===== src/hdl/cdgs_pkg.sv =====
// ----------------------------------------------------------------------------
// cdgs_pkg
// Shared types, constants and helpers of the gauge smoother.
// ----------------------------------------------------------------------------
package cdgs_pkg;

  localparam int VALUE_FRAC_BITS = 16;
  localparam int LEVEL_W         = VALUE_FRAC_BITS + 1;
  localparam logic [LEVEL_W-1:0] LEVEL_ONE = LEVEL_W'(1) << VALUE_FRAC_BITS;

  localparam int RAW_W   = 24;
  localparam int TIME_W  = 24;
  localparam int FS_W    = 23;

  localparam logic [TIME_W-1:0] MIN_SMOOTH = TIME_W'(7);
  localparam logic [31:0]       C048       = 32'd31457;
  localparam logic [31:0]       C0235      = 32'd15401;

  localparam int DIV_STEPS = 64;
  localparam int DIV_CNT_W = $clog2(DIV_STEPS);
  localparam int DSR_W     = 40;
  localparam int MUL_STEPS = 32;
  localparam int MUL_CNT_W = $clog2(MUL_STEPS);

  localparam logic [2:0] ADDR_FULL_SCALE  = 3'd0;
  localparam logic [2:0] ADDR_SMOOTH_TIME = 3'd4;

  localparam logic FUNC_VALUE = 1'b0;
  localparam logic FUNC_TICK  = 1'b1;

  typedef enum logic [3:0] {
    STEP_GAUGE = 4'd0,
    STEP_XQ    = 4'd1,
    STEP_OMEGA = 4'd2,
    STEP_X2    = 4'd3,
    STEP_X3    = 4'd4,
    STEP_DEN1  = 4'd5,
    STEP_DEN2  = 4'd6,
    STEP_DECAY = 4'd7,
    STEP_OC    = 4'd8,
    STEP_TEMP  = 4'd9,
    STEP_OT    = 4'd10,
    STEP_NV    = 4'd11,
    STEP_OUT   = 4'd12
  } step_t;

  typedef struct packed {
    logic  load;
    logic  start;
    logic  snap;
    logic  publish;
    step_t step;
  } cmd_t;

  typedef struct packed {
    logic done;
    logic func;
    logic dt_zero;
    logic st_zero;
  } status_t;

  function automatic logic is_div_step(input step_t s);
    return (s == STEP_GAUGE) || (s == STEP_XQ) || (s == STEP_OMEGA) || (s == STEP_DECAY);
  endfunction

  // signed divide by 2^k, truncating toward zero
  function automatic logic signed [63:0] sdiv_pow2(input logic signed [63:0] v,
                                                   input logic [4:0] k);
    logic signed [63:0] bias;
    bias = v[63] ? ((64'sd1 <<< k) - 64'sd1) : 64'sd0;
    return (v + bias) >>> k;
  endfunction

endpackage


===== src/hdl/cdgs_div.sv =====
// ----------------------------------------------------------------------------
// cdgs_div
// Radix-2 restoring divider, one quotient bit per cycle.
// ----------------------------------------------------------------------------
module cdgs_div (
  input  logic                        clk,
  input  logic                        rst_n,
  input  logic                        start,
  input  logic [63:0]                 dividend,
  input  logic [cdgs_pkg::DSR_W-1:0]  divisor,
  output logic                        done,
  output logic [63:0]                 quotient
);

  logic                              busy_r, busy_nxt;
  logic                              done_r, done_nxt;
  logic [cdgs_pkg::DIV_CNT_W-1:0]    cnt_r, cnt_nxt;
  logic [cdgs_pkg::DSR_W-1:0]        rem_r, rem_nxt;
  logic [cdgs_pkg::DSR_W-1:0]        dsr_r, dsr_nxt;
  logic [63:0]                       quo_r, quo_nxt;
  logic [cdgs_pkg::DSR_W:0]          shifted;
  logic [cdgs_pkg::DSR_W:0]          diff;
  logic                              ge;

  assign shifted = {rem_r, quo_r[63]};
  assign diff    = shifted - {1'b0, dsr_r};
  assign ge      = shifted >= {1'b0, dsr_r};

  always_comb begin
    busy_nxt = busy_r;
    done_nxt = 1'b0;
    cnt_nxt  = cnt_r;
    rem_nxt  = rem_r;
    dsr_nxt  = dsr_r;
    quo_nxt  = quo_r;
    if (start) begin
      busy_nxt = 1'b1;
      cnt_nxt  = '0;
      rem_nxt  = '0;
      dsr_nxt  = divisor;
      quo_nxt  = dividend;
    end else if (busy_r) begin
      rem_nxt = ge ? diff[cdgs_pkg::DSR_W-1:0] : shifted[cdgs_pkg::DSR_W-1:0];
      quo_nxt = {quo_r[62:0], ge};
      cnt_nxt = cnt_r + 1'b1;
      if (cnt_r == cdgs_pkg::DIV_CNT_W'(cdgs_pkg::DIV_STEPS - 1)) begin
        busy_nxt = 1'b0;
        done_nxt = 1'b1;
      end
    end
  end

  always_ff @(posedge clk) begin
    if (!rst_n) begin
      busy_r <= 1'b0;
      done_r <= 1'b0;
      cnt_r  <= '0;
    end else begin
      busy_r <= busy_nxt;
      done_r <= done_nxt;
      cnt_r  <= cnt_nxt;
    end
  end

  always_ff @(posedge clk) begin
    rem_r <= rem_nxt;
    dsr_r <= dsr_nxt;
    quo_r <= quo_nxt;
  end

  assign done     = done_r;
  assign quotient = quo_r;

endmodule


===== src/hdl/cdgs_mul.sv =====
// ----------------------------------------------------------------------------
// cdgs_mul
// Shift-add multiplier: signed 64-bit times unsigned 32-bit, low 64 bits.
// ----------------------------------------------------------------------------
module cdgs_mul (
  input  logic        clk,
  input  logic        rst_n,
  input  logic        start,
  input  logic [63:0] a,
  input  logic [31:0] b,
  output logic        done,
  output logic [63:0] product
);

  logic                           busy_r, busy_nxt;
  logic                           done_r, done_nxt;
  logic [cdgs_pkg::MUL_CNT_W-1:0] cnt_r, cnt_nxt;
  logic [63:0]                    a_r, a_nxt;
  logic [31:0]                    b_r, b_nxt;
  logic [63:0]                    acc_r, acc_nxt;

  always_comb begin
    busy_nxt = busy_r;
    done_nxt = 1'b0;
    cnt_nxt  = cnt_r;
    a_nxt    = a_r;
    b_nxt    = b_r;
    acc_nxt  = acc_r;
    if (start) begin
      busy_nxt = 1'b1;
      cnt_nxt  = '0;
      a_nxt    = a;
      b_nxt    = b;
      acc_nxt  = '0;
    end else if (busy_r) begin
      if (b_r[0]) begin
        acc_nxt = acc_r + a_r;
      end
      a_nxt   = {a_r[62:0], 1'b0};
      b_nxt   = {1'b0, b_r[31:1]};
      cnt_nxt = cnt_r + 1'b1;
      if (cnt_r == cdgs_pkg::MUL_CNT_W'(cdgs_pkg::MUL_STEPS - 1)) begin
        busy_nxt = 1'b0;
        done_nxt = 1'b1;
      end
    end
  end

  always_ff @(posedge clk) begin
    if (!rst_n) begin
      busy_r <= 1'b0;
      done_r <= 1'b0;
      cnt_r  <= '0;
    end else begin
      busy_r <= busy_nxt;
      done_r <= done_nxt;
      cnt_r  <= cnt_nxt;
    end
  end

  always_ff @(posedge clk) begin
    a_r   <= a_nxt;
    b_r   <= b_nxt;
    acc_r <= acc_nxt;
  end

  assign done    = done_r;
  assign product = acc_r;

endmodule


===== src/hdl/cdgs_dp.sv =====
// ----------------------------------------------------------------------------
// cdgs_dp
// Datapath: request and level registers, spring terms, shared divider and
// multiplier.
// ----------------------------------------------------------------------------
module cdgs_dp (
  input  logic                                clk,
  input  logic                                rst_n,
  input  cdgs_pkg::cmd_t                      cmd,
  output cdgs_pkg::status_t                   sts,
  input  logic                                in_func,
  input  logic [cdgs_pkg::RAW_W-1:0]          in_raw,
  input  logic [cdgs_pkg::TIME_W-1:0]         in_dt,
  input  logic [cdgs_pkg::FS_W-1:0]           full_scale,
  input  logic [cdgs_pkg::TIME_W-1:0]         smooth_time,
  output logic [cdgs_pkg::LEVEL_W-1:0]        gauge_value,
  output logic [cdgs_pkg::LEVEL_W-1:0]        lagging_value
);

  localparam int LW = cdgs_pkg::LEVEL_W;
  localparam int TW = cdgs_pkg::TIME_W;
  localparam logic signed [63:0] ONE64 = 64'sd1 <<< cdgs_pkg::VALUE_FRAC_BITS;

  logic                   func_r;
  logic [cdgs_pkg::RAW_W-1:0] raw_r;
  logic [TW-1:0]          dt_r;
  logic [LW-1:0]          now_r, now_nxt;
  logic [LW-1:0]          late_r, late_nxt;
  logic signed [31:0]     vel_r, vel_nxt;
  logic [24:0]            xq_r, xq_nxt;
  logic [30:0]            omega_r, omega_nxt;
  logic [32:0]            x2_r, x2_nxt;
  logic [40:0]            x3_r, x3_nxt;
  logic [39:0]            den_r, den_nxt;
  logic [20:0]            decay_r, decay_nxt;
  logic signed [63:0]     sum_r, sum_nxt;
  logic signed [63:0]     temp_r, temp_nxt;
  logic signed [63:0]     ot_r, ot_nxt;
  logic signed [63:0]     nv_r, nv_nxt;
  logic [LW-1:0]          gauge_o_r, lag_o_r;

  logic [TW-1:0]          st_e;
  logic [30:0]            lim;
  logic [TW-1:0]          dt_e;
  logic [cdgs_pkg::FS_W-1:0] fs_e;
  logic signed [63:0]     maxc, diff, chg, tc, vel_ext;
  logic signed [63:0]     p_s, out_v, nv_f;
  logic [63:0]            p_sh;
  logic                   up, over;

  logic                   div_start, div_done, mul_start, mul_done;
  logic [63:0]            dvd, quo, mul_a, prod;
  logic [cdgs_pkg::DSR_W-1:0] dsr;
  logic [31:0]            mul_b;

  assign st_e  = (smooth_time < cdgs_pkg::MIN_SMOOTH) ? cdgs_pkg::MIN_SMOOTH : smooth_time;
  assign lim   = {st_e, 7'd0};
  assign dt_e  = ({7'd0, dt_r} > lim) ? lim[TW-1:0] : dt_r;
  assign fs_e  = (full_scale == '0) ? cdgs_pkg::FS_W'(1) : full_scale;
  assign maxc  = $signed((64'(st_e) << (cdgs_pkg::VALUE_FRAC_BITS + 1)) >> 16);
  assign diff  = $signed(64'(late_r)) - $signed(64'(now_r));
  assign chg   = (diff > maxc) ? maxc : ((diff < -maxc) ? -maxc : diff);
  assign tc    = $signed(64'(late_r)) - chg;
  assign vel_ext = 64'(vel_r);

  assign div_start = cmd.start && cdgs_pkg::is_div_step(cmd.step);
  assign mul_start = cmd.start && !cdgs_pkg::is_div_step(cmd.step);

  always_comb begin
    dvd   = '0;
    dsr   = cdgs_pkg::DSR_W'(1);
    mul_a = '0;
    mul_b = '0;
    unique case (cmd.step)
      cdgs_pkg::STEP_GAUGE: begin
        dvd = 64'(raw_r[cdgs_pkg::RAW_W-2:0]) << cdgs_pkg::VALUE_FRAC_BITS;
        dsr = cdgs_pkg::DSR_W'(fs_e);
      end
      cdgs_pkg::STEP_XQ: begin
        dvd = 64'(dt_e) << 17;
        dsr = cdgs_pkg::DSR_W'(st_e);
      end
      cdgs_pkg::STEP_OMEGA: begin
        dvd = 64'd1 << 33;
        dsr = cdgs_pkg::DSR_W'(st_e);
      end
      cdgs_pkg::STEP_DECAY: begin
        dvd = 64'd1 << 36;
        dsr = den_r;
      end
      cdgs_pkg::STEP_X2: begin
        mul_a = 64'(xq_r);
        mul_b = 32'(xq_r);
      end
      cdgs_pkg::STEP_X3: begin
        mul_a = 64'(x2_r);
        mul_b = 32'(xq_r);
      end
      cdgs_pkg::STEP_DEN1: begin
        mul_a = 64'(x2_r);
        mul_b = cdgs_pkg::C048;
      end
      cdgs_pkg::STEP_DEN2: begin
        mul_a = 64'(x3_r);
        mul_b = cdgs_pkg::C0235;
      end
      cdgs_pkg::STEP_OC: begin
        mul_a = chg;
        mul_b = 32'(omega_r);
      end
      cdgs_pkg::STEP_TEMP: begin
        mul_a = sum_r;
        mul_b = 32'(dt_e);
      end
      cdgs_pkg::STEP_OT: begin
        mul_a = temp_r;
        mul_b = 32'(omega_r);
      end
      cdgs_pkg::STEP_NV: begin
        mul_a = vel_ext - ot_r;
        mul_b = 32'(decay_r);
      end
      cdgs_pkg::STEP_OUT: begin
        mul_a = chg + temp_r;
        mul_b = 32'(decay_r);
      end
      default: begin
        dvd = '0;
      end
    endcase
  end

  cdgs_div u_div (
    .clk      (clk),
    .rst_n    (rst_n),
    .start    (div_start),
    .dividend (dvd),
    .divisor  (dsr),
    .done     (div_done),
    .quotient (quo)
  );

  cdgs_mul u_mul (
    .clk     (clk),
    .rst_n   (rst_n),
    .start   (mul_start),
    .a       (mul_a),
    .b       (mul_b),
    .done    (mul_done),
    .product (prod)
  );

  assign p_s  = $signed(prod);
  assign p_sh = prod >> 16;

  // final spring update
  assign out_v = tc + cdgs_pkg::sdiv_pow2(p_s, 5'd20);
  assign up    = now_r > late_r;
  assign over  = out_v > $signed(64'(now_r));

  always_comb begin
    now_nxt   = now_r;
    late_nxt  = late_r;
    vel_nxt   = vel_r;
    xq_nxt    = xq_r;
    omega_nxt = omega_r;
    x2_nxt    = x2_r;
    x3_nxt    = x3_r;
    den_nxt   = den_r;
    decay_nxt = decay_r;
    sum_nxt   = sum_r;
    temp_nxt  = temp_r;
    ot_nxt    = ot_r;
    nv_nxt    = nv_r;
    nv_f      = nv_r;
    if (cmd.snap) begin
      late_nxt = now_r;
      vel_nxt  = '0;
    end
    if (sts.done) begin
      unique case (cmd.step)
        cdgs_pkg::STEP_GAUGE: begin
          if (raw_r[cdgs_pkg::RAW_W-1] || (raw_r == '0)) begin
            now_nxt = '0;
          end else if (quo > 64'(cdgs_pkg::LEVEL_ONE)) begin
            now_nxt = cdgs_pkg::LEVEL_ONE;
          end else begin
            now_nxt = quo[LW-1:0];
          end
        end
        cdgs_pkg::STEP_XQ:    xq_nxt    = quo[24:0];
        cdgs_pkg::STEP_OMEGA: omega_nxt = quo[30:0];
        cdgs_pkg::STEP_DECAY: decay_nxt = quo[20:0];
        cdgs_pkg::STEP_X2:    x2_nxt    = p_sh[32:0];
        cdgs_pkg::STEP_X3:    x3_nxt    = p_sh[40:0];
        cdgs_pkg::STEP_DEN1:  den_nxt   = 40'd65536 + 40'(xq_r) + p_sh[39:0];
        cdgs_pkg::STEP_DEN2:  den_nxt   = den_r + p_sh[39:0];
        cdgs_pkg::STEP_OC:    sum_nxt   = vel_ext + cdgs_pkg::sdiv_pow2(p_s, 5'd16);
        cdgs_pkg::STEP_TEMP:  temp_nxt  = cdgs_pkg::sdiv_pow2(p_s, 5'd16);
        cdgs_pkg::STEP_OT:    ot_nxt    = cdgs_pkg::sdiv_pow2(p_s, 5'd16);
        cdgs_pkg::STEP_NV:    nv_nxt    = cdgs_pkg::sdiv_pow2(p_s, 5'd20);
        cdgs_pkg::STEP_OUT: begin
          if (up == over) begin
            late_nxt = now_r;
            nv_f     = '0;
          end else if (out_v < 64'sd0) begin
            late_nxt = '0;
          end else if (out_v > ONE64) begin
            late_nxt = cdgs_pkg::LEVEL_ONE;
          end else begin
            late_nxt = out_v[LW-1:0];
          end
          if (nv_f > 64'sd2147483647) begin
            vel_nxt = 32'sh7fffffff;
          end else if (nv_f < -64'sd2147483648) begin
            vel_nxt = 32'sh80000000;
          end else begin
            vel_nxt = nv_f[31:0];
          end
        end
        default: begin
          now_nxt = now_r;
        end
      endcase
    end
  end

  always_ff @(posedge clk) begin
    if (!rst_n) begin
      now_r  <= '0;
      late_r <= '0;
      vel_r  <= '0;
    end else begin
      now_r  <= now_nxt;
      late_r <= late_nxt;
      vel_r  <= vel_nxt;
    end
  end

  always_ff @(posedge clk) begin
    if (cmd.load) begin
      func_r <= in_func;
      raw_r  <= in_raw;
      dt_r   <= in_dt;
    end
    if (cmd.publish) begin
      gauge_o_r <= now_r;
      lag_o_r   <= late_r;
    end
    xq_r    <= xq_nxt;
    omega_r <= omega_nxt;
    x2_r    <= x2_nxt;
    x3_r    <= x3_nxt;
    den_r   <= den_nxt;
    decay_r <= decay_nxt;
    sum_r   <= sum_nxt;
    temp_r  <= temp_nxt;
    ot_r    <= ot_nxt;
    nv_r    <= nv_nxt;
  end

  assign sts.done    = div_done | mul_done;
  assign sts.func    = func_r;
  assign sts.dt_zero = (dt_r == '0);
  assign sts.st_zero = (smooth_time == '0);

  assign gauge_value   = gauge_o_r;
  assign lagging_value = lag_o_r;

endmodule


===== src/hdl/cdgs_ctrl.sv =====
// ----------------------------------------------------------------------------
// cdgs_ctrl
// Controller: accepts a request, sequences the datapath steps, hands the
// result to the output register.
// ----------------------------------------------------------------------------
module cdgs_ctrl (
  input  logic              clk,
  input  logic              rst_n,
  input  logic              in_tvalid,
  output logic              in_tready,
  output logic              out_tvalid,
  input  logic              out_tready,
  output cdgs_pkg::cmd_t    cmd,
  input  cdgs_pkg::status_t sts
);

  typedef enum logic [4:0] {
    S_IDLE = 5'b00001,
    S_PLAN = 5'b00010,
    S_RUN  = 5'b00100,
    S_WAIT = 5'b01000,
    S_FIN  = 5'b10000
  } state_t;

  state_t                state_r, state_nxt;
  cdgs_pkg::step_t       step_r, step_nxt;
  logic                  ovalid_r, ovalid_nxt;

  always_comb begin
    state_nxt   = state_r;
    step_nxt    = step_r;
    cmd.load    = 1'b0;
    cmd.start   = 1'b0;
    cmd.snap    = 1'b0;
    cmd.publish = 1'b0;
    cmd.step    = step_r;
    in_tready   = 1'b0;
    unique case (state_r)
      S_IDLE: begin
        in_tready = 1'b1;
        if (in_tvalid) begin
          cmd.load  = 1'b1;
          state_nxt = S_PLAN;
        end
      end
      S_PLAN: begin
        priority if (sts.func == cdgs_pkg::FUNC_VALUE) begin
          step_nxt  = cdgs_pkg::STEP_GAUGE;
          state_nxt = S_RUN;
        end else if (sts.dt_zero) begin
          state_nxt = S_FIN;
        end else if (sts.st_zero) begin
          cmd.snap  = 1'b1;
          state_nxt = S_FIN;
        end else begin
          step_nxt  = cdgs_pkg::STEP_XQ;
          state_nxt = S_RUN;
        end
      end
      S_RUN: begin
        cmd.start = 1'b1;
        state_nxt = S_WAIT;
      end
      S_WAIT: begin
        if (sts.done) begin
          if (step_r == cdgs_pkg::STEP_GAUGE || step_r == cdgs_pkg::STEP_OUT) begin
            state_nxt = S_FIN;
          end else begin
            step_nxt  = cdgs_pkg::step_t'(step_r + 4'd1);
            state_nxt = S_RUN;
          end
        end
      end
      S_FIN: begin
        if (!ovalid_r || out_tready) begin
          cmd.publish = 1'b1;
          state_nxt   = S_IDLE;
        end
      end
      default: begin
        state_nxt = S_IDLE;
      end
    endcase
  end

  assign ovalid_nxt = cmd.publish ? 1'b1 : (out_tready ? 1'b0 : ovalid_r);

  always_ff @(posedge clk) begin
    if (!rst_n) begin
      state_r  <= S_IDLE;
      step_r   <= cdgs_pkg::STEP_GAUGE;
      ovalid_r <= 1'b0;
    end else begin
      state_r  <= state_nxt;
      step_r   <= step_nxt;
      ovalid_r <= ovalid_nxt;
    end
  end

  assign out_tvalid = ovalid_r;

endmodule


===== src/hdl/critically_damped_gauge_smoother.sv =====
// ----------------------------------------------------------------------------
// critically_damped_gauge_smoother
// Normalized gauge level with a critically damped trailing level.
// ----------------------------------------------------------------------------
// One request is processed at a time; a value request runs one division on the
// 64-step serial divider. A tick request runs three divisions and nine
// multiplications on the shared serial units. A zero tick or a zero smoothing
// time skips both units. A new request is taken once the previous one has left
// for the output register, which holds the result until taken. A result still
// waiting there stalls the next result, and with it the following request.
module critically_damped_gauge_smoother (
  input  logic        clk,
  input  logic        rst_n,
  input  logic        in_tvalid,
  output logic        in_tready,
  input  logic [47:0] in_tdata,   // raw_level[23:0], delta_time[47:24]
  input  logic        in_tuser,   // func
  output logic        out_tvalid,
  input  logic        out_tready,
  output logic [39:0] out_tdata,  // gauge_value[16:0], lagging_value[33:17], zero pad
  input  logic        cfg_psel,
  input  logic        cfg_penable,
  input  logic        cfg_pwrite,
  input  logic [2:0]  cfg_paddr,
  input  logic [31:0] cfg_pwdata,
  output logic [31:0] cfg_prdata,
  output logic        cfg_pready
);

  logic [cdgs_pkg::FS_W-1:0]    full_scale_r, full_scale_nxt;
  logic [cdgs_pkg::TIME_W-1:0]  smooth_time_r, smooth_time_nxt;
  logic                         wr_en;
  cdgs_pkg::cmd_t               cmd;
  cdgs_pkg::status_t            sts;
  logic [cdgs_pkg::LEVEL_W-1:0] gauge_value, lagging_value;

  assign cfg_pready = 1'b1;
  assign wr_en      = cfg_psel && cfg_penable && cfg_pwrite && cfg_pready;

  always_comb begin
    full_scale_nxt  = full_scale_r;
    smooth_time_nxt = smooth_time_r;
    if (wr_en) begin
      if (cfg_paddr[2] == cdgs_pkg::ADDR_SMOOTH_TIME[2]) begin
        smooth_time_nxt = cfg_pwdata[cdgs_pkg::TIME_W-1:0];
      end else begin
        full_scale_nxt = cfg_pwdata[cdgs_pkg::FS_W-1:0];
      end
    end
  end

  assign cfg_prdata = (cfg_paddr[2] == cdgs_pkg::ADDR_FULL_SCALE[2]) ?
                      32'(full_scale_r) : 32'(smooth_time_r);

  always_ff @(posedge clk) begin
    if (!rst_n) begin
      full_scale_r  <= cdgs_pkg::FS_W'(100);
      smooth_time_r <= cdgs_pkg::TIME_W'(32768);
    end else begin
      full_scale_r  <= full_scale_nxt;
      smooth_time_r <= smooth_time_nxt;
    end
  end

  cdgs_ctrl u_ctrl (
    .clk        (clk),
    .rst_n      (rst_n),
    .in_tvalid  (in_tvalid),
    .in_tready  (in_tready),
    .out_tvalid (out_tvalid),
    .out_tready (out_tready),
    .cmd        (cmd),
    .sts        (sts)
  );

  cdgs_dp u_dp (
    .clk           (clk),
    .rst_n         (rst_n),
    .cmd           (cmd),
    .sts           (sts),
    .in_func       (in_tuser),
    .in_raw        (in_tdata[23:0]),
    .in_dt         (in_tdata[47:24]),
    .full_scale    (full_scale_r),
    .smooth_time   (smooth_time_r),
    .gauge_value   (gauge_value),
    .lagging_value (lagging_value)
  );

  assign out_tdata = {6'd0, lagging_value, gauge_value};

  // busy after a request is taken
  a_busy_after_accept: assert property (@(posedge clk) disable iff (!rst_n)
    (in_tvalid && in_tready) |=> !in_tready)
    else $error("request accepted while busy");

  // a result only appears after a request was in work
  a_result_follows_work: assert property (@(posedge clk) disable iff (!rst_n)
    $rose(out_tvalid) |-> $past(!in_tready))
    else $error("result without request");

  // levels stay within full scale
  a_level_range: assert property (@(posedge clk) disable iff (!rst_n)
    out_tvalid |-> (out_tdata[16:0] <= cdgs_pkg::LEVEL_ONE &&
                    out_tdata[33:17] <= cdgs_pkg::LEVEL_ONE))
    else $error("level beyond full scale");

endmodule

===== config.mk =====
export PLATFORM = sky130hd
export DESIGN_NAME = critically_damped_gauge_smoother
export DESIGN_NICKNAME = d
export VERILOG_FILES = /design/src/hdl/cdgs_pkg.sv /design/src/hdl/cdgs_div.sv /design/src/hdl/cdgs_mul.sv /design/src/hdl/cdgs_dp.sv /design/src/hdl/cdgs_ctrl.sv /design/src/hdl/critically_damped_gauge_smoother.sv
export SDC_FILE = /design/constraint.sdc
export NUM_CORES = 2
export LEC_CHECK = 0
export ABC_CLOCK_PERIOD_IN_PS = 22200
export BUFFER_PORTS_ARGS = -buffer_cell sky130_fd_sc_hd__buf_4
export CAP_MARGIN = 40
export CORE_ASPECT_RATIO = 1.5
export CORE_MARGIN = 10
export CORE_UTILIZATION = 40
export DETAILED_ROUTE_END_ITERATION = 6
export PLACE_DENSITY_LB_ADDON = 0.12
export SYNTH_ARGS = -nofsm -noshare
export SYNTH_HDL_FRONTEND = slang
export SYNTH_SLANG_ARGS = --single-unit

===== constraint.sdc =====
create_clock -name clk -period 22.2 [get_ports clk]
set_clock_uncertainty 0.2 [all_clocks]
set_input_delay 3.33 -clock clk [delete_from_list [all_inputs] [get_ports clk]]
set_output_delay 3.33 -clock clk [all_outputs]
set_load 0.02 [all_outputs]

; Word-level counts from Yosys, hierarchy flattened
; Cells that the tools add are included.
; Widths: inputs -> output; s select.
[totals]
in_bits = 91
word_cells = 212
ff_bits = 920
out_inout_bits = 75
[classes]
magnitude_cmp = 12
bitwise_logic = 5
add_sub_neg = 17
mux = 70
n_eq_ne = 26
reduce_logical = 47
[op_table]
columns = operator, count
row1 = $mux 64, 9
row2 = $pmux 64 s8, 1
row3 = $mux 32, 7
row4 = $pmux 31 s6, 1
row5 = $pmux 41 s4, 1
row6 = $mux 17, 8
row7 = $pmux 40 s3, 1
row8 = $add 40x40->40, 2
row9 = $pmux 40 s2, 1
row10 = $logic_not 24->1, 3
row11 = $mux 24, 3
row12 = $add 64x17->64, 1
row13 = $add 64x21->64, 1
row14 = $add 64x44->64, 1
row15 = $add 64x48->64, 1
row16 = $add 64x64->64, 1
row17 = $gt 64x17->1 const B, 1
row18 = $gt 64x18->1, 1
row19 = $gt 64x18->1 const B, 1
row20 = $gt 64x26->1, 1
row21 = $gt 64x32->1 const B, 1
row22 = $lt 64x1->1 const B, 1
row23 = $lt 64x32->1 const B, 1
row24 = $lt 64x64->1, 1
row25 = 50 further kinds, 127

; Logic depth before layout (Yosys ltp)
[depth]
depth_word = 18
ltp_mapped = 56
ltp_nobuf = 52

; Hierarchy
; Synthesis repeated with hierarchy kept, for this count alone.
[unflattened]
cells_unflattened = 7035
hier_area_um2 = 66329.9
[modules_own_cells]
columns = module, area_each_um2, instances, cells_each, seq_area_each_um2
row1 = cdgs_dp, 44541.5, 1, 4888, 15224.6
row2 = cdgs_mul, 10263.6, 1, 1038, 4304.1
row3 = cdgs_div, 8518.2, 1, 794, 4083.9
row4 = critically_damped_gauge_smoother, 2248.4, 1, 230, 940.9
row5 = cdgs_ctrl, 758.2, 1, 85, 200.2

; Least setup slack after synthesis
; Ideal clock, no wire load.
[synth_timing]
path_type = flip-flop to flip-flop
from = reg u_dp.now_r[1]
to = reg u_dp.late_r[11]
setup_time_ns = 0.074
arrival_ns = 10.308
stages_incl_launch_ff = 46
setup_slack_ns = 11.617
synth_period_minus_slack_ns = 10.583
t_required_ns = 21.926
path_buffers = 4
cell_sequence = dfxtp_1 > inv_1 > ha_1 > nor2b_1 > o21ai_0 > a21oi_1 > o41ai_1 > o21a_1 > a211oi_1 > o21a_1 > o21ai_1 > nand2_1 > inv_1 > ha_1 > a21o_1 > a21o_1 > a21o_1 > a21o_1 > (+10 left out) > inv_1 > ha_1 > clkbuf_1 > and4_1 > and2_1 > a221oi_1 > a311oi_1 > nor2_1 > o31a_1 > o21ai_0 > xor2_1 > or4_4 > nor4_4 > a41oi_2 > xnor2_2 > buf_6 > or3_2 > a31oi_1
[synth_via]
elab_chain_len = 12
word_cells_on_any_way = 17
classes_between = add/sub: 3 / order compare: 6 / eq/ne: 1 / mux: 7
[synth_lines]
columns = item, line_no
row1 = "start, declared", cdgs_dp.sv:27  ; logic [LW-1:0] now_r, now_nxt;
row2 = "start signal, assigned", cdgs_dp.sv:234  ; now_r <= now_nxt;
row3 = $sub 17x17->18, cdgs_dp.sv:61  ; assign diff = $signed(64'(late_r)) - $signed(64'(now_r));
row4 = $lt 64x64->1, cdgs_dp.sv:62  ; assign chg = (diff > maxc) ? maxc : ((diff < -maxc) ? -maxc : diff);
row5 = $mux 64 (2 in a row), cdgs_dp.sv:62
row6 = $sub 18x64->64, cdgs_dp.sv:63  ; assign tc = $signed(64'(late_r)) - chg;
row7 = $add 64x44->64, cdgs_dp.sv:157  ; assign out_v = tc + cdgs_pkg::sdiv_pow2(p_s, 5'd20);
row8 = $gt 64x18->1, cdgs_dp.sv:208  ; end else if (out_v > ONE64) begin
row9 = $mux 17, cdgs_dp.sv:208
row10 = $mux 17, cdgs_dp.sv:206  ; end else if (out_v < 64'sd0) begin
row11 = $mux 17 (*), cdgs_dp.sv:203  ; if (up == over) begin
row12 = $mux 17 (*), cdgs_dp.sv:181  ; unique case (cmd.step)
row13 = $mux 17 (*), cdgs_dp.sv:180  ; if (sts.done) begin
row14 = "end signal, assigned", cdgs_dp.sv:235  ; late_r <= late_nxt;
row15 = "end, declared", cdgs_dp.sv:28  ; logic [LW-1:0] late_r, late_nxt;
; Every way passes the cells marked *; elsewhere a longest branch is shown, timed or not.
; A chain may end at the register's enable or synchronous reset.

; Worst setup path after layout
[layout_timing]
from = reg smooth_time_r[13] (netlist bit)
to = reg u_dp.vel_r[19]
[layout_via]
elab_chain_len = 18
word_cells_on_any_way = 26
classes_between = add/sub: 3 / order compare: 6 / eq/ne: 1 / mux: 15 / reduce/logical: 1
[layout_lines]
columns = item, line_no
row1 = "start, declared", critically_damped_gauge_smoother.sv:31  ; logic [cdgs_pkg::TIME_W-1:0] smooth_time_r, smooth_time_nxt;
row2 = "start signal, assigned", critically_damped_gauge_smoother.sv:58  ; smooth_time_r <= cdgs_pkg::TIME_W'(32768);
row3 = "start signal, assigned", critically_damped_gauge_smoother.sv:61  ; smooth_time_r <= smooth_time_nxt;
row4 = $lt 24x3->1, cdgs_dp.sv:56  ; assign st_e = (smooth_time < cdgs_pkg::MIN_SMOOTH) ? cdgs_pkg::MIN_SMOOTH : smooth_time;
row5 = $mux 24, cdgs_dp.sv:56
row6 = $neg 25->64, cdgs_dp.sv:62
row7 = $lt 64x64->1, cdgs_dp.sv:62
row8 = $mux 64 (2 in a row), cdgs_dp.sv:62
row9 = $sub 18x64->64, cdgs_dp.sv:63
row10 = $add 64x44->64, cdgs_dp.sv:157
row11 = $gt 64x18->1, cdgs_dp.sv:159  ; assign over = out_v > $signed(64'(now_r));
row12 = $eq 1x1->1, cdgs_dp.sv:203
row13 = $mux 64, cdgs_dp.sv:203
row14 = $mux 64, cdgs_dp.sv:181
row15 = $mux 64, cdgs_dp.sv:180
row16 = $lt 64x32->1, cdgs_dp.sv:215  ; end else if (nv_f < -64'sd2147483648) begin
row17 = $mux 32, cdgs_dp.sv:215
row18 = $mux 32, cdgs_dp.sv:213  ; if (nv_f > 64'sd2147483647) begin
row19 = $mux 32, cdgs_dp.sv:181
row20 = $mux 32 (*), cdgs_dp.sv:180
row21 = "end signal, assigned", cdgs_dp.sv:236  ; vel_r <= vel_nxt;
row22 = "end, declared", cdgs_dp.sv:29  ; logic signed [31:0] vel_r, vel_nxt;
; Every way passes the cells marked *; elsewhere a longest branch is shown, timed or not. The select of a mux whose other input is x is not followed.

==> results_tabular.tex <==
\begin{tabular}{lr}
\hline
Metric & Value \\
\hline
\multicolumn{2}{l}{\textbf{Route}} \\
Post-route DRC violation count & 3 \\
Length of the first detailed-routing pass in iterations & 7 \\
Routed Antenna Nets & 0 \\
Initial DRC count & 4,139 \\
Detailed-route wire length per cell & 26.7 µm \\
Drt via density & 5.93 \\
Via total after detailed routing & 53,300 \\
Total Wirelength & 240,000 µm \\
\multicolumn{2}{l}{\textbf{GRT}} \\
Via count of the first global-routing pass & 52,000 \\
Number of antenna violations at the first check in global routing & 10 \\
All-layer global routing usage & 0.271 \\
Maximum number of pins on one net before global-route repair & 163 \\
Global-route wire length before repair & 349,000 µm \\
Global route total overflow & 0 \\
\multicolumn{2}{l}{\textbf{Synth}} \\
Number of flops mapped to enable cells by yosys & 662 \\
Post-synthesis sequential area ratio & 0.397 \\
Synthesis warning total & 0 \\
Library cells used by synthesis & 98 \\
Share of async-settable or async-resettable flops after synthesis & 0 \\
Number of synthesized register bits & 904 \\
Syn\_area\_per\_cell & 9.26 µm² \\
Cell count after synthesis & 6,720 \\
Top\_reg\_cell synth & sky130\_fd\_sc\_hd\_\_edfxtp\_1 \\
Post-synthesis instance area & 62,200 µm² \\
\multicolumn{2}{l}{\textbf{STA}} \\
Final max-slew violation count & 0 \\
Fraction of the cycle the final worst path needs & 0.635 \\
Finish-stage setup viols & 0 \\
Transition time of the tightest slew-check pin & 1130 ps \\
Sum of negative setup slack & 0 ps \\
Max transition margin & 0.246 \\
Smallest hold slack & 283 ps \\
Peak Freq & 70.9 MHz \\
Post-layout min period & 14,100 ps \\
Setup repair after global routing missed its margin & no \\
Hold Violations, Final & 0 \\
\multicolumn{2}{l}{\textbf{Power}} \\
Max IR drop VDD & 85.6 µV \\
Power density relative to cell area & 68.1 nW/µm² \\
Leakage power summed over all cells & 28.4 nW \\
\multicolumn{2}{l}{\textbf{CTS}} \\
Gates resized, CTS repair & 0 \\
Clock latency on the worst-skew pair & 760 ps \\
H-tree depth & 3 \\
Maximum clock insertion buffer count & 3 \\
CTS Hold Bufs & 0 \\
CTS tree & done \\
Total setup buffers inserted after CTS & 0 \\
Root Buffer & sky130\_fd\_sc\_hd\_\_clkbuf\_16 \\
Count of clock tree sinks & 904 \\
Clock-pin slew on the worst setup and hold paths & 70 ps \\
Number of buffers added by the clock tree synthesis step & 96 \\
\multicolumn{2}{l}{\textbf{Critical path}} \\
Critical setup path kind & flip-flop to flip-flop \\
Highest fanout seen on the critical path & 45 \\
Worst path max stage delay & 750 ps \\
R2r startpoint & smooth\_time\_r[13] \\
CP Capture Point & u\_dp.vel\_r[19] \\
Cell count of the worst reg-to-reg path & 43 \\
Req. time, crit path & 22,640 ps \\
Slowest cell on the critical path & sky130\_fd\_sc\_hd\_\_a21oi\_1 \\
Worst path arrival time & 14,540 ps \\
Critical register-to-register path endpoint & u\_dp.vel\_r[19] \\
Element type at the critical path start & flip-flop \\
Reg2Reg Setup Slack & 8100 ps \\
Endpoint kind of the worst setup timing path & flip-flop \\
Startpoint of the worst setup timing path & smooth\_time\_r[13] \\
\multicolumn{2}{l}{\textbf{Floorplanning}} \\
Starting Density & 0.402 \\
Area of the die & 172,000 µm² \\
Die span in x & 342 µm \\
Total I/O pin count & 166 \\
Height of the die & 503 µm \\
Area of the placeable core & 155,000 µm² \\
Placement row count & 177 \\
\multicolumn{2}{l}{\textbf{Place}} \\
Port-buffer cells & 140 \\
Weighted congestion at the end of routability-driven global placement & 0.965 \\
Detailed-placement wirelength estimate & 187,000 µm \\
\multicolumn{2}{l}{\textbf{Status}} \\
Outcome & finished, violations left \\
Failing checks & design-rule violations \\
\multicolumn{2}{l}{\textbf{Cells and area}} \\
Leading cell types in the layout, fill and taps excluded & sky130\_fd\_sc\_hd\_\_nand2\_1 (674), sky130\_fd\_sc\_hd\_\_edfxtp\_1 (662), sky130\_fd\_sc\_hd\_\_a21oi\_1 (589) \\
Filler cell count & 15,000 \\
Fraction of layout instances using a drive strength above 1 & 0.0862 \\
Most common cell after layout, fill and taps aside & sky130\_fd\_sc\_hd\_\_nand2\_1 \\
Layout-stage area growth over the synthesis result & 11.8\% \\
Count of nets after finishing & 7,499 \\
\multicolumn{2}{l}{\textbf{Flow run}} \\
Max-Cap Viols & 0 \\
\multicolumn{2}{l}{\textbf{Worst hold path}} \\
Cell depth of the worst min-delay path & 0 \\
Min-Delay Path Class & flip-flop to flip-flop \\
\hline
\end{tabular}
## cell usage after synthesis (all sizes together), types with 14 or more instances
cell type | number | area share
a2111oi | 17 | 0.0026
a211oi | 62 | 0.0075
a21o | 251 | 0.030
a21oi | 589 | 0.047
a221o | 17 | 0.0027
a221oi | 46 | 0.0065
a222oi | 43 | 0.0069
a22oi | 99 | 0.012
a31oi | 106 | 0.011
a32oi | 25 | 0.0035
and2 | 85 | 0.0085
and3 | 82 | 0.0082
buf | 58 | 0.0050
clkbuf | 268 | 0.016
dfxtp | 242 | 0.078
edfxtp | 662 | 0.32
fa | 24 | 0.0077
ha | 553 | 0.11
inv | 355 | 0.021
mux2 | 48 | 0.0087
mux2i | 43 | 0.0069
nand2 | 675 | 0.041
nand2b | 66 | 0.0066
nand3 | 199 | 0.016
nand4 | 118 | 0.012
nor2 | 448 | 0.027
nor2b | 58 | 0.0058
nor3 | 108 | 0.0087
nor4 | 62 | 0.0065
o2111ai | 30 | 0.0042
o211ai | 39 | 0.0047
o21a | 102 | 0.012
o21ai | 379 | 0.031
o21bai | 53 | 0.0064
o22ai | 14 | 0.0016
o31a | 16 | 0.0023
o31ai | 26 | 0.0031
or2 | 25 | 0.0025
or3 | 37 | 0.0039
or4 | 14 | 0.0017
xnor2 | 274 | 0.039
xor2 | 135 | 0.019
## critical path, delay by kind of cell (launching register included)
kind	cells	cell delay, ps
AND/OR/NAND/NOR	16	4980
flip-flops	1	690
adder cells (fa/ha/maj)	4	1510
buffers and inverters	6	1720
XOR/XNOR	3	940
multiplexers	1	300
AO/OA/AOI/OAI	13	3590
## cell type report
cell class / instances / area [µm²] / share of cell area
Multi-Input combinational cell: 5169 / 35100 / 0.505
Sequential cell: 904 / 24700 / 0.355
Clock buffer: 138 / 2750 / 0.0395
Tap cell: 2058 / 2570 / 0.0370
Timing Repair Buffer: 304 / 2530 / 0.0363
Inverter: 356 / 1340 / 0.0192
Clock inverter: 44 / 520 / 0.00748
Antenna cell: 3 / 7.51 / 0.000108
## power by group
| part | total (mW) | leakage, nW | switching [mW] | internal (mW) |
|---|---|---|---|---|
| Combinational | 1.13 | 18.8 | 0.704 | 0.429 |
| Sequential | 1.92 | 8.02 | 0.0569 | 1.86 |
| Clock | 1.69 | 1.57 | 0.757 | 0.931 |
| Total | 4.74 | 28.4 | 1.52 | 3.22 |
## layer usage
layer / track usage / wire, µm / vias up
li1: - / - / 25100
met1: 0.290 / 87200 / 25800
met2: 0.465 / 115000 / 1714
met3: 0.0297 / 10900 / 595
met4: 0.253 / 26500 / 4
met5: 0 / 21 / -
## flip-flops by register name, indices dropped and copies added, names as in the netlist, 25 cells and up
name                 cells
u_dp.u_mul.product      64
u_dp.ot_r               48
u_dp.temp_r             48
u_dp.sum_r              49
u_dp.den_r              40
u_dp.x3_r               41
u_dp.x2_r               33
u_dp.u_div.dsr_r        40
u_dp.u_div.rem_r        40
u_dp.xq_r               25
u_dp.u_mul.b_r          31
u_dp.u_div.quotient     64
u_dp.nv_r               44
u_dp.omega_r            31
u_dp.vel_r              32
u_dp.u_mul.a_r          64
## cell families (layout without fill, tap and decap cells)
group | count (synthesis) | after routing | share of synthesized area
mux | 91 | 91 | 0.0156
buf+inv | 682 | 842 | 0.0427
simple gates | 2020 | 2020 | 0.154
compound gates | 2035 | 2035 | 0.214
fa+ha+maj | 577 | 577 | 0.119
other cells | 2 | 40 | 0.000121
xor+xnor | 409 | 409 | 0.0577
flops | 904 | 904 | 0.397
## how the worst min path moves through the flow
stage	start	end	slack, ps
floorplan	u_dp.late_r[0]	u_dp.lagging_value[0]	220
global placement	u_dp.u_div.quotient[25]	u_dp.omega_r[25]	270
detailed placement	u_dp.u_div.quotient[25]	u_dp.omega_r[25]	270
CTS	u_dp.u_mul.product[21]	u_dp.u_mul.product[21]	280
global route	u_dp.u_div.quotient[25]	u_dp.omega_r[25]	300
finish	u_dp.u_div.quotient[25]	u_dp.omega_r[25]	280
## metrics by stage
step	std cells	util	area (µm²)	setup slack [ps]	power, mW
floorplan	6755	-	62400	11620	2.75
global placement	8747	0.425	65700	7640	3.06
detailed placement	8791	0.428	66300	8270	3.07
CTS	8973	0.449	69600	8190	4.77
global route	8974	0.449	69600	7250	4.96
finish	8976	0.449	69600	8100	4.74
Note: power is estimated with default switching activity, not from simulation.
